$ cat src/rtl/scf_pkg.sv
// shared constants, payload types and helpers of the spring constraint force block
package scf_pkg;

  localparam int unsigned CW = 24;
  localparam int unsigned F = 8;
  localparam int unsigned DW = CW + 1;
  localparam int unsigned SW = 2 * DW;
  localparam int unsigned RW = SW + 1;
  localparam int unsigned SQ_STEPS = DW;
  localparam int unsigned SQ_IW = $clog2(SQ_STEPS);
  localparam int unsigned NW = DW + F;
  localparam int unsigned QW = F + 1;
  localparam int unsigned DV_IW = $clog2(QW);
  localparam int unsigned EW = DW + 1;
  localparam int unsigned PW = QW + DW;

  localparam logic [PW-1:0] SAT_LIM = PW'(1) << (CW - 1);
  localparam logic [CW-1:0] SAT_MAX = {1'b0, {(CW-1){1'b1}}};
  localparam logic [CW-1:0] SAT_MIN = {1'b1, {(CW-1){1'b0}}};

  typedef struct packed {
    logic signed [CW-1:0] ax;
    logic signed [CW-1:0] ay;
    logic signed [CW-1:0] bx;
    logic signed [CW-1:0] by;
    logic [CW-2:0]        rest_length;
  } in_t;

  typedef struct packed {
    logic signed [CW-1:0] force_x;
    logic signed [CW-1:0] force_y;
    logic signed [CW-1:0] shift_x;
    logic signed [CW-1:0] shift_y;
    logic                 apply;
  } out_t;

  typedef struct packed {
    logic [DW-1:0] adx;
    logic [DW-1:0] ady;
    logic [CW-2:0] rest;
    logic          nxneg;
    logic          nyneg;
    logic          zero;
  } side_t;

  function automatic logic [CW-1:0] sat_out(input logic [PW-1:0] m, input logic neg);
    logic [PW-1:0] nm;
    nm = ~m + PW'(1);
    if (neg) begin
      sat_out = (m > SAT_LIM) ? SAT_MIN : nm[CW-1:0];
    end else begin
      sat_out = (m >= SAT_LIM) ? SAT_MAX : m[CW-1:0];
    end
  endfunction

endpackage

$ cat src/rtl/scf_div_cell.sv
// one quotient bit of both direction divisions
module scf_div_cell (
  input  logic                      clk_i,
  input  logic                      rst_ni,
  input  logic                      en_i,
  input  logic [scf_pkg::DV_IW-1:0] idx_i,
  input  logic                      valid_i,
  input  logic [scf_pkg::NW-1:0]    rem_x_i,
  input  logic [scf_pkg::NW-1:0]    rem_y_i,
  input  logic [scf_pkg::QW-1:0]    qx_i,
  input  logic [scf_pkg::QW-1:0]    qy_i,
  input  logic [scf_pkg::DW-1:0]    dist_i,
  input  scf_pkg::side_t            side_i,
  output logic                      valid_o,
  output logic [scf_pkg::NW-1:0]    rem_x_o,
  output logic [scf_pkg::NW-1:0]    rem_y_o,
  output logic [scf_pkg::QW-1:0]    qx_o,
  output logic [scf_pkg::QW-1:0]    qy_o,
  output logic [scf_pkg::DW-1:0]    dist_o,
  output scf_pkg::side_t            side_o
);
  import scf_pkg::*;

  logic [NW-1:0] dsh;
  logic [QW-1:0] qbit;
  logic          tx, ty;
  logic          valid_q;
  logic [NW-1:0] rem_x_q, rem_y_q;
  logic [QW-1:0] qx_q, qy_q;
  logic [DW-1:0] dist_q;
  side_t         side_q;

  assign dsh  = NW'(dist_i) << idx_i;
  assign qbit = QW'(1) << idx_i;
  assign tx   = rem_x_i >= dsh;
  assign ty   = rem_y_i >= dsh;

  always_ff @(posedge clk_i or negedge rst_ni) begin
    if (!rst_ni) begin
      valid_q <= 1'b0;
    end else if (en_i) begin
      valid_q <= valid_i;
    end
  end

  always_ff @(posedge clk_i) begin
    if (en_i) begin
      rem_x_q <= tx ? (rem_x_i - dsh) : rem_x_i;
      rem_y_q <= ty ? (rem_y_i - dsh) : rem_y_i;
      qx_q    <= tx ? (qx_i | qbit) : qx_i;
      qy_q    <= ty ? (qy_i | qbit) : qy_i;
      dist_q  <= dist_i;
      side_q  <= side_i;
    end
  end

  assign valid_o = valid_q;
  assign rem_x_o = rem_x_q;
  assign rem_y_o = rem_y_q;
  assign qx_o    = qx_q;
  assign qy_o    = qy_q;
  assign dist_o  = dist_q;
  assign side_o  = side_q;
endmodule

$ cat config.mk
export PLATFORM = sky130hd
export DESIGN_NAME = scf_div_cell
export DESIGN_NICKNAME = d
export VERILOG_FILES = /design/src/rtl/scf_pkg.sv /design/src/rtl/scf_div_cell.sv
export SDC_FILE = /design/constraint.sdc
export NUM_CORES = 1
export LEC_CHECK = 0
export ABC_AREA = 1
export BUFFER_PORTS_ARGS = -buffer_cell sky130_fd_sc_hd__buf_2
export CORE_MARGIN = 2
export CORE_UTILIZATION = 45
export CTS_CLUSTER_DIAMETER = 50
export DETAILED_ROUTE_END_ITERATION = 16
export PLACE_DENSITY = 0.7
export SLEW_MARGIN = 20
export SYNTH_ARGS = -nofsm -noshare
export SYNTH_HDL_FRONTEND = slang
export SYNTH_SLANG_ARGS = --single-unit
export TNS_END_PERCENT = 5
$ cat constraint.sdc
create_clock -name clk_i -period 1 [get_ports clk_i]
set_clock_uncertainty 0.2 [all_clocks]
set_input_delay 0.1 -clock clk_i [delete_from_list [all_inputs] [get_ports clk_i]]
set_output_delay 0.1 -clock clk_i [all_outputs]
set_load 0.01 [all_outputs]
# Word level (Yosys, flattened, before mapping)
# Index checks and enable logic that the tools add are counted.
[classes]
n_addsub = 2
magnitude_cmp = 2
shift = 2
mux = 4
bitwise = 2
[op_table]
columns = ["operator", "count"]
rows = [
  ["greater-or-equal comparator 33 bit", 2],
  ["two-way mux 33 bit", 2],
  ["subtractor 33 bit", 2],
  ["<< shifter 25 x 4 -> 33 bit", 1],
  ["two-way mux 9 bit", 2],
  ["bitwise OR 9 bit", 2],
  ["<< shifter 1 x 4 -> 9 bit (first input constant)", 1],
]
[word_totals]
register_bits = 186
in_bits = 193
wordCells = 24

# Longest topological paths before layout
# Gate-level depths: netlist of run 1.
[depth]
depth_word = 3
ltp_mapped = 24

# Least setup slack after synthesis of run 1
# No wires, ideal clock.
[synth_path]
kind = "input -> register"
start = "in idx_i[1] in the netlist's numbering"
end = "reg qy_q[8] (netlist: qy_o[8]) (data pin)"
setup_time_ps = 252
arrival_time_ps = 2465
required_time_ps = 548
path_slack_ps = -1917
stages = 19
cell_sequence = "buf_2 > clkinv_1 > clkbuf_1 > o21ai_0 > nor2_1 > a221oi_1 > ha_1 > nand2_1 > nand2_1 > nand2_1 > and2_1 > nor2_1 > nor2_1 > nand2_1 > nor2_4 > nand2_8 > buf_8 > nand2_1 > nand2_1"
[synth_between]
elab_chain_len = 3
elab_cells_between_ends = 5
classes_between = "order compare (1); shift (2); mux (1); bitwise (1)"
[synth_lines]
columns = ["element", "line_no", "text"]
rows = [
  ["start: declaration", "scf_div_cell.sv:6", "input logic [scf_pkg::DV_IW-1:0] idx_i,"],
  ["<< shifter 25 x 4 -> 33 bit or << shifter 1 x 4 -> 9 bit (tied branches)", "scf_div_cell.sv:33, scf_div_cell.sv:34", ""],
  ["greater-or-equal comparator 33 bit or bitwise OR 9 bit (tied branches)", "scf_div_cell.sv:36, scf_div_cell.sv:51", ""],
  ["two-way mux 9 bit (*)", "scf_div_cell.sv:51", "qy_q <= ty ? (qy_i | qbit) : qy_i;"],
  ["end signal: assignment", "scf_div_cell.sv:51", ""],
  ["end: declaration", "scf_div_cell.sv:29", "logic [QW-1:0] qx_q, qy_q;"],
]
# Every way passes the cells marked *; elsewhere a longest branch is shown, timed or not.
# A chain may end at the register's enable or synchronous reset.

# Worst setup path after layout of run 1
[layout_path]
start = "in idx_i[0] in the netlist's numbering"
end = "reg rem_x_q[10] (netlist: rem_x_o[10]) (data pin)"
[layout_between]
elab_chain_len = 3
elab_cells_between_ends = 4
classes_between = "add/sub (1); order compare (1); shift (1); mux (1)"
[layout_lines]
columns = ["element", "line_no", "text"]
rows = [
  ["<< shifter 25 x 4 -> 33 bit (*)", "scf_div_cell.sv:33", "assign dsh = NW'(dist_i) << idx_i;"],
  ["subtractor 33 bit or greater-or-equal comparator 33 bit (tied branches)", "scf_div_cell.sv:48, scf_div_cell.sv:35", ""],
  ["two-way mux 33 bit (*)", "scf_div_cell.sv:48", "rem_x_q <= tx ? (rem_x_i - dsh) : rem_x_i;"],
  ["end signal: assignment", "scf_div_cell.sv:48", ""],
  ["end: declaration", "scf_div_cell.sv:28", "logic [NW-1:0] rem_x_q, rem_y_q;"],
]
# Marks and branches as above.

==> results list, run 1 <==
* Largest fanout on the critical path: 7
- Count of clock tree sinks: 186
* Mean area per synthesized cell: 7.46 um2
* # setup viols final: 270
- The floorplan step defined a core boundary enclosing 29600 um2.
- Total Neg Setup Slack: -207480 ps
- Setup slack on the worst reg-to-reg path comes out at 0 ps.
- Origin of the critical flop-to-flop path: valid_o
* Number of iterations in the first detailed-routing pass: 7
- During placement, the flow inserted port buffers numbering 378.
- The detail route stage leaves a number of antenna-violating nets equal to 0.
* Combined area of all synthesized cells: between 10000 and 15000 um2
- The floorplan step set the die height to 177 um.
- The final reports fail on hold timing, setup timing.
- For this run, the register share of the synthesized area comes to 0.414.
- In the routed design, unresolved DRC markers number 0.
* Initial DRC Count: 1464
* Seq cells post-synth: about 190
- Num ports: 379
- The hold violation count in the final report was 53.
* Number of flops mapped to enable cells by yosys: between 150 and 200
* Multiplexer area fraction after synthesis: 0.00753
- Relative to the synthesized area, the layout overhead comes to 73.7%.
- Share of the core filled with cells in the final layout: 0.791
- In this run the power density over the cells is approximately 1400 nW/um2.
* Net count of the finished layout: ~3k
- Row generation in the floorplan step produced 63 rows.
* Pin count of the biggest net entering global routing: 31
* CP endpoint kind: flop
- Number of warnings reported in the yosys synthesis log: 0
* Share of flip-flops with an asynchronous set or reset after synthesis: 0.00538
- Of the total synthesized cell area, the portion taken by XOR and XNOR cells is 0.0182.
* Fraction of layout cells with a size suffix above 1: 0.435
- Worst hold path cell count: 2
- Total overflow reported by the global router: 0
- Counting distinct cell types in the post-synthesis netlist gives 41.
- Worst-case vdd ir drop: 1.28 mV
* Worst Setup Start Kind: input port
* Maximum clock frequency: 0.344 GHz
- Unrepaired setup endpoints after global routing: yes
- Combinational family with the most area after synthesis: simple AND/OR/NAND/NOR gates
- In the global route stage, overall resource usage came out at 0.365.
* Crit Reg-Reg Endpoint: valid_o
* Cell area after placement: roughly 18000 um2
- After detailed routing, the average wire length per cell comes to 19.2 um.
- Measured along the x axis, the die boundary spans about 180 um.
- Portion of the clock cycle consumed by the worst path in the final layout: 2.90
* Number of CTS-inserted buffers: 17
- Synthesized-area fraction occupied by adder cells: 0.0643
* Min Tclk post-route: 2900 ps
* Number of filler instances in the final layout: a little under 2k
* WL final: ~60000 um
- The wire-length estimate of the detail-placed layout is approximately 40000 um.
- The floorplan step defined a die boundary enclosing 31300 um2.
- For this configuration, the core starts out at a cell density of 0.456.
- For this run, the leading register cell type out of synthesis is edfxtp_1.
- Of the total synthesized cell area, the portion taken by AND, OR, NAND and NOR gates is 0.347.
- Compound-Gate Fraction of Synth Area: 0.0458
- Once layout is done, the placed cells without fillers occupy between 20000 and 25000 um2.
- Initial antenna violation count: 5
* Root Buffer Master: clkbuf_16
- The run finished, with violations left.
- Slew @ Worst Pin: 316 ps
- Setup slack on the critical path of the routed design comes to -1900 ps.
- Leak: 11.7 nW
- Synthesized netlist net count: a little over 2k
- Leaving out fill and tap cells, the most frequent cell in the layout is nand2_1.
* Origin of the worst min-delay path: en_i
- Measured against its own limit, the worst slew margin works out to 0.785.
- The worst register-to-register path has a depth of 1.
- Placer Congestion: 0.935
- Number of global-route vias before repair: 16.2k
- TritonCTS clock tree: yes
* Required time of the critical path: 990 ps
- End of the worst hold path: rem_y_o[0]
- Vias per cell: 5.26
* Final max-slew violation count: 0
* First-pass GRT wire length: 86300 um
- Tightest Hold Check Type: input port to flop
- Across the run, the number of max-cap violations was 0.
- No sink is reached through more buffers than the 2 on the longest clock path.
- Clock latency on the worst-skew pair, taken at its later pin, is 450 ps.
* Worst-path clk slew: ~90 ps
- Counting every instance in the synthesized netlist gives 1804.
* Post-Route Hold Slack: -181 ps
- For this block, the via count after detailed routing is 16.5k.
* # hold bufs at CTS: 172
- Number of levels the H-tree was split into: 4
- Commonest cells after routing, fill and taps aside: 608 x nand2_1, 369 x buf_2, 341 x buf_4
* CP Data Arrival Time: 2890 ps
- The critical path is of the input port to flop type.
## worst max-delay path by stage
| stage | slack, ps | end | from | cells past startpoint |
|---|---|---|---|---|
| detailed placement | -2520 | rem_y_o[17] | idx_i[0] | 20 |
| CTS | -1650 | rem_y_o[25] | idx_i[0] | 23 |
| global route | -1980 | rem_x_o[10] | idx_i[0] | 24 |
| finish | -1900 | rem_x_o[10] | idx_i[0] | 24 |
| global placement | -2480 | rem_y_o[17] | idx_i[0] | 20 |
| floorplan | -1620 | rem_x_o[32] | idx_i[1] | 20 |
## report_power, final
part / internal [mW] / switching [mW] / leakage (nW) / total, mW
clock: 3.49 / 3.92 / 0.305 / 7.41
combinational: 6.97 / 8.34 / 9.52 / 15.3
sequential: 9.77 / 0.373 / 1.82 / 10.1
## per-stage QoR
stage	std cells	setup slack (ps)	total power, mW
after floorplan	1804	-1620	16.4
after global placement	2867	-2480	21.6
after detailed placement	2867	-2520	21.8
after CTS	3122	-1650	31.4
after global routing	3139	-1980	34.3
final	3139	-1900	32.9
## sequential cells by signal, indices dropped and copies added (netlist names)
signal	cells
qy_o	9
qx_o	9
rem_x_o	33
side_o	76
rem_y_o	33
dist_o	25
valid_o	1
## per-layer routing
metal  track usage  vias up  share of wire
li1              -     7636              -
met1         0.421     7664           0.37
met2         0.634      943           0.48
met3        0.0700      269          0.083
met4         0.207        0          0.063
met5             0        -              0
## worst max-delay path: stages
cell     delay, ps
buf_16         140
buf_16         150
nand2_2         70
nand2_4        100
nor2_2          60
a31oi_4        170
nand2_1        130
o21ai_2        110
mux2i_1        110
buf_4          180
ha_4           250
buf_4          140
nand2_1         60
nand2_1         70
nand2_1         80
nand2_2         80
inv_2           70
a21oi_2         70
nor2_4         120
buf_12         170
buf_4          140
nand2_4         90
nand2_1         90
nand2_1        110
## cell usage after synthesis, types with 2 or more instances
cell / count / area share
buf_2: 16 / 0.0059
buf_12: 2 / 0.0030
a221oi_1: 2 / 0.0013
mux2i_1: 9 / 0.0067
a22oi_1: 7 / 0.0039
clkbuf_1: 14 / 0.0039
fa_1: 2 / 0.0030
nand2_1: 703 / 0.20
xor2_1: 28 / 0.018
nor3_1: 15 / 0.0056
o21bai_1: 3 / 0.0017
and2_1: 16 / 0.0074
nand4_1: 7 / 0.0033
inv_2: 8 / 0.0022
o21ai_0: 54 / 0.020
inv_1: 292 / 0.081
buf_8: 2 / 0.0022
buf_6: 4 / 0.0033
nand2_2: 13 / 0.0060
nor2_1: 98 / 0.027
nand3b_1: 19 / 0.011
nor2_2: 8 / 0.0037
nand2_8: 2 / 0.0030
nand2_4: 2 / 0.0017
a21oi_1: 45 / 0.017
nor2_4: 4 / 0.0033
edfxtp_1: 185 / 0.41
or2_2: 7 / 0.0033
ha_1: 66 / 0.061
nand3_2: 36 / 0.027
nand3_1: 123 / 0.046
nor3_2: 3 / 0.0022
## timing repair
item,CTS,global route
resized for setup,312,97
endpoints found under the hold margin,248,52
buffers inserted,42,8
gates cloned,11,5
setup endpoints to repair,270,271
pin swaps,72,37
## final cells by class
class | instances | area, um2 | share of cell area
well taps | 390 | 488 | 0.0209
inverters | 301 | 1150 | 0.0494
flip-flops and latches | 186 | 5580 | 0.239
repair inverters | 1 | 8.76 | 0.000374
diodes | 5 | 12.5 | 0.000535
clock buffers | 17 | 425 | 0.0182
clock inverters | 15 | 208 | 0.00888
multi-input cells | 1284 | 8360 | 0.357
repair buffers | 940 | 7160 | 0.306
## cell families after synthesis
| logic type | count (synthesis) |
|---|---|
| buffers and inverters | 339 |
| AND/OR/NAND/NOR | 1058 |
| AO/OA/AOI/OAI | 115 |
| flip-flops | 186 |
| adder cells (fa/ha/maj) | 68 |
| multiplexers | 10 |
| XOR/XNOR | 28 |
Note: power is estimated with default switching activity, not from simulation.
==> inputs of run 2 (changes only) <==
Settings changed: GPL_TIMING_DRIVEN set to 0, TNS_END_PERCENT 5 to unset.
Clock period 1 ns to 2.9 ns, I/O delays scaled along.
==> results list, run 2 (synthesized netlist as in run 1, its figures left out) <==
- Headroom to the max-slew limit came out at 0.574.
- From synthesis to final layout, the design area changed by 52.6%.
- From bottom edge to top edge, the die measures 177 um.
- Die width: 177 um
* Final Hold Vio Count: 0
- The final layout contains routed wiring with a total length of a little over 50000 um.
- Worst-path clk slew: 80 ps
- Summing all flip-flop and latch instances after layout gives ~5600 um2.
- Num ports: 379
- The tool flagged a number of max-cap violations equal to 0.
- Detail Route Antenna Nets: 0
- Maximum clock path buffer count: 2
* Pin count of the biggest net entering global routing: 110
- Leak: 10.0 nW
* Area of the multi-input gates: between 8000 and 9000 um2
- OpenSTA, run right after detailed placement, puts the worst setup slack at -1210 ps.
- Largest register FFs: between 70 and 80
- The placed instances occupy a cell area of 15900 um2.
- The internal power of the cells totals roughly 6.4 mW.
- Clock latency on the worst-skew pair, taken at its later pin, is 460 ps.
- Total Neg Setup Slack: -9110 ps
* Total overflow reported by the global router: 0
- WS Path Type: input port to flop
* Root Buffer Master: clkbuf_16
- Fraction of layout cells with a size suffix above 1: 0.357
- Average wire per standard cell: 18.4 um
- Setup violations remaining at the end of the flow were counted as 84.
* Final total power: 10.3 mW
* Cell at the slowest stage of the critical path: a22oi_2
- For this run, the post-layout net count is 2672.
- Combinational power share: 0.424
* Violated checks: setup timing
- In this run the worst hold path is classified as input port to flop.
- The flow ran to the end, but the final reports show violations.
- The library cell used most frequently in the layout, excluding fill and tap cells, is nand2_1.
- Portion of the clock cycle consumed by the worst path in the final layout: 1.06
- Initial DRC Count: 1142
- Setup slack on the critical path of the routed design comes to -169 ps.
- TritonCTS clock tree: yes
- Detailed placement finished with a half-perimeter wire length of approximately 37000 um.
- For the pin with the worst max-slew slack, the measured transition is 639 ps.
- Number of iterations in the first detailed-routing pass: 5
- The floorplan step defined a die boundary enclosing 31300 um2.
- Fraction of power spent switching nets: 0.383
- The analysis attributes to net switching a power of 3.96 mW.
- Final max-slew violation count: 0
* Buffering stage count on the worst path with inverters included: 4
- In this run the core area contains 63 standard-cell rows.
- Traced cell by cell, the critical path runs through buf_12, clkbuf_8, nand2_1, nand3_1, nand3_1, o21ai_4, a22oi_2, buf_4, ha_4, nand4_1, nor2_1, nor2_2, nand2_2, nor2_4, nand2_4, buf_8, nand2_1, nand2_2.
* Count of clock tree sinks: 186
* Count of buffers inserted at the top-level ports: 376
- Setup repair after global routing could not meet its margin everywhere.
- Routability-driven placement finished with a final weighted congestion of 0.991.
- Power density over the cells: 503 nW/um2
- Fill cells in the final layout number 2276.
- Derived from the worst setup path, the maximum achievable clock frequency is 0.326 GHz.
- Across all layers, the routed design uses around 15k vias.
* Initial antenna violation count: 2
* Min Tclk post-route: 3070 ps
* CP top delay family: simple AND/OR/NAND/NOR gates
- In the routed layout, each cell is associated on average with a via count of 5.20.
- After floorplanning, the core was sized to cover 29600 um2.
- Largest fanout on the critical path: 10
- Worst-case vdd ir drop: roughly 0.46 mV
- Number of global-route vias before repair: 13.9k
- Starting density of the core: 0.456
- The worst setup path is captured at a flop.
- For this run, the slowest stage of the critical path takes 280 ps.
* Number of levels the H-tree was split into: 4
- The finished cells cover between 20000 and 25000 um2.
- First-pass GRT wire length: approximately 74000 um
* Commonest cells after routing, fill and taps aside: 614 x nand2_1, 378 x buf_2, 281 x inv_1
- Data on the critical path arrives at its endpoint at 3070 ps.
- Of the total power, registers draw 0.334.
- Global router's overall resource usage: 0.310
- Buffers inserted during clock tree synthesis total 17.
- After detailed routing, the number of remaining DRC violations is 0.
- Data on the critical path is required at its endpoint by 2910 ps.
- The worst setup path is launched from an input port.
* Part of the total power dissipated in the clock network: 0.242
run 2: changes by cell type in the layout (fill, tap and decap cells not counted), moves of 7 or more:
cell | before | now
nor2_2 | 29 | 18
o21ai_2 | 34 | 25
buf_12 | 25 | 12
inv_2 | 25 | 17
dlygate4sd3_1 | 172 | 138
buf_4 | 341 | 66
nor2_1 | 61 | 76
o21ai_4 | 12 | 21
buf_6 | 22 | 10
inv_1 | 274 | 281
nand3_1 | 100 | 116
buf_2 | 369 | 378
nand3_2 | 56 | 39
run 2: timing repair:
action                                  in CTS  in global routing
gates resized for setup                    284                162
endpoints found under the setup margin      84                 84
pin swaps                                   43                 58
setup buffers                               44                 24
hold buffers                               137                  1
cloned                                       2                  5
hold endpoints to repair                   136                  1
run 2: metrics by stage:
step / utilization / hold slack [ps] / std cells
4_1_cts: 0.663 / 0.350 / 2784
5_1_grt: 0.695 / 11.7 / 2816
3_3_place_gp: 0.538 / -135 / 2570
2_1_floorplan: - / -206 / 1804
3_5_place_dp: 0.540 / -133 / 2571
6_report: 0.695 / 2.16 / 2816
run 2: cell type report:
class,instances,area share
multi-input cells,1280,0.401
well taps,390,0.0238
clock buffers,17,0.0207
plain buffers,38,0.0207
repair buffers,587,0.196
flip-flops and latches,186,0.272
clock inverters,15,0.0102
diodes,2,0.000244
inverters,301,0.0558
run 2: power groups by stage:
stage	registers [mW]	clock network [mW]	logic, mW
floorplan	3.69	0	1.91
global placement	3.52	0	3.24
detailed placement	3.51	0	3.28
CTS	3.45	2.53	3.95
global route	3.48	2.63	4.73
finish	3.45	2.50	4.38
run 2: path summary, 6_finish.rpt:
path	from	end	slack, ps	depth (start not counted)
worst max-delay path	idx_i[0]	rem_y_o[13]	-170	18
worst min-delay path	rem_y_i[29]	rem_y_o[29]	2	3
worst max register to register	valid_o	valid_o	1930	1
worst min register to register	valid_o	valid_o	340	1
max in group asynchronous	rst_ni	valid_o	1940	3
min in group asynchronous	rst_ni	valid_o	460	3
run 2: per-layer routing:
metal	wire, um	GRT usage	vias up
met5	0	0	-
met4	2220	0.135	0
met3	3690	0.0509	138
met2	25600	0.546	659
met1	20200	0.371	6862
li1	-	-	6977
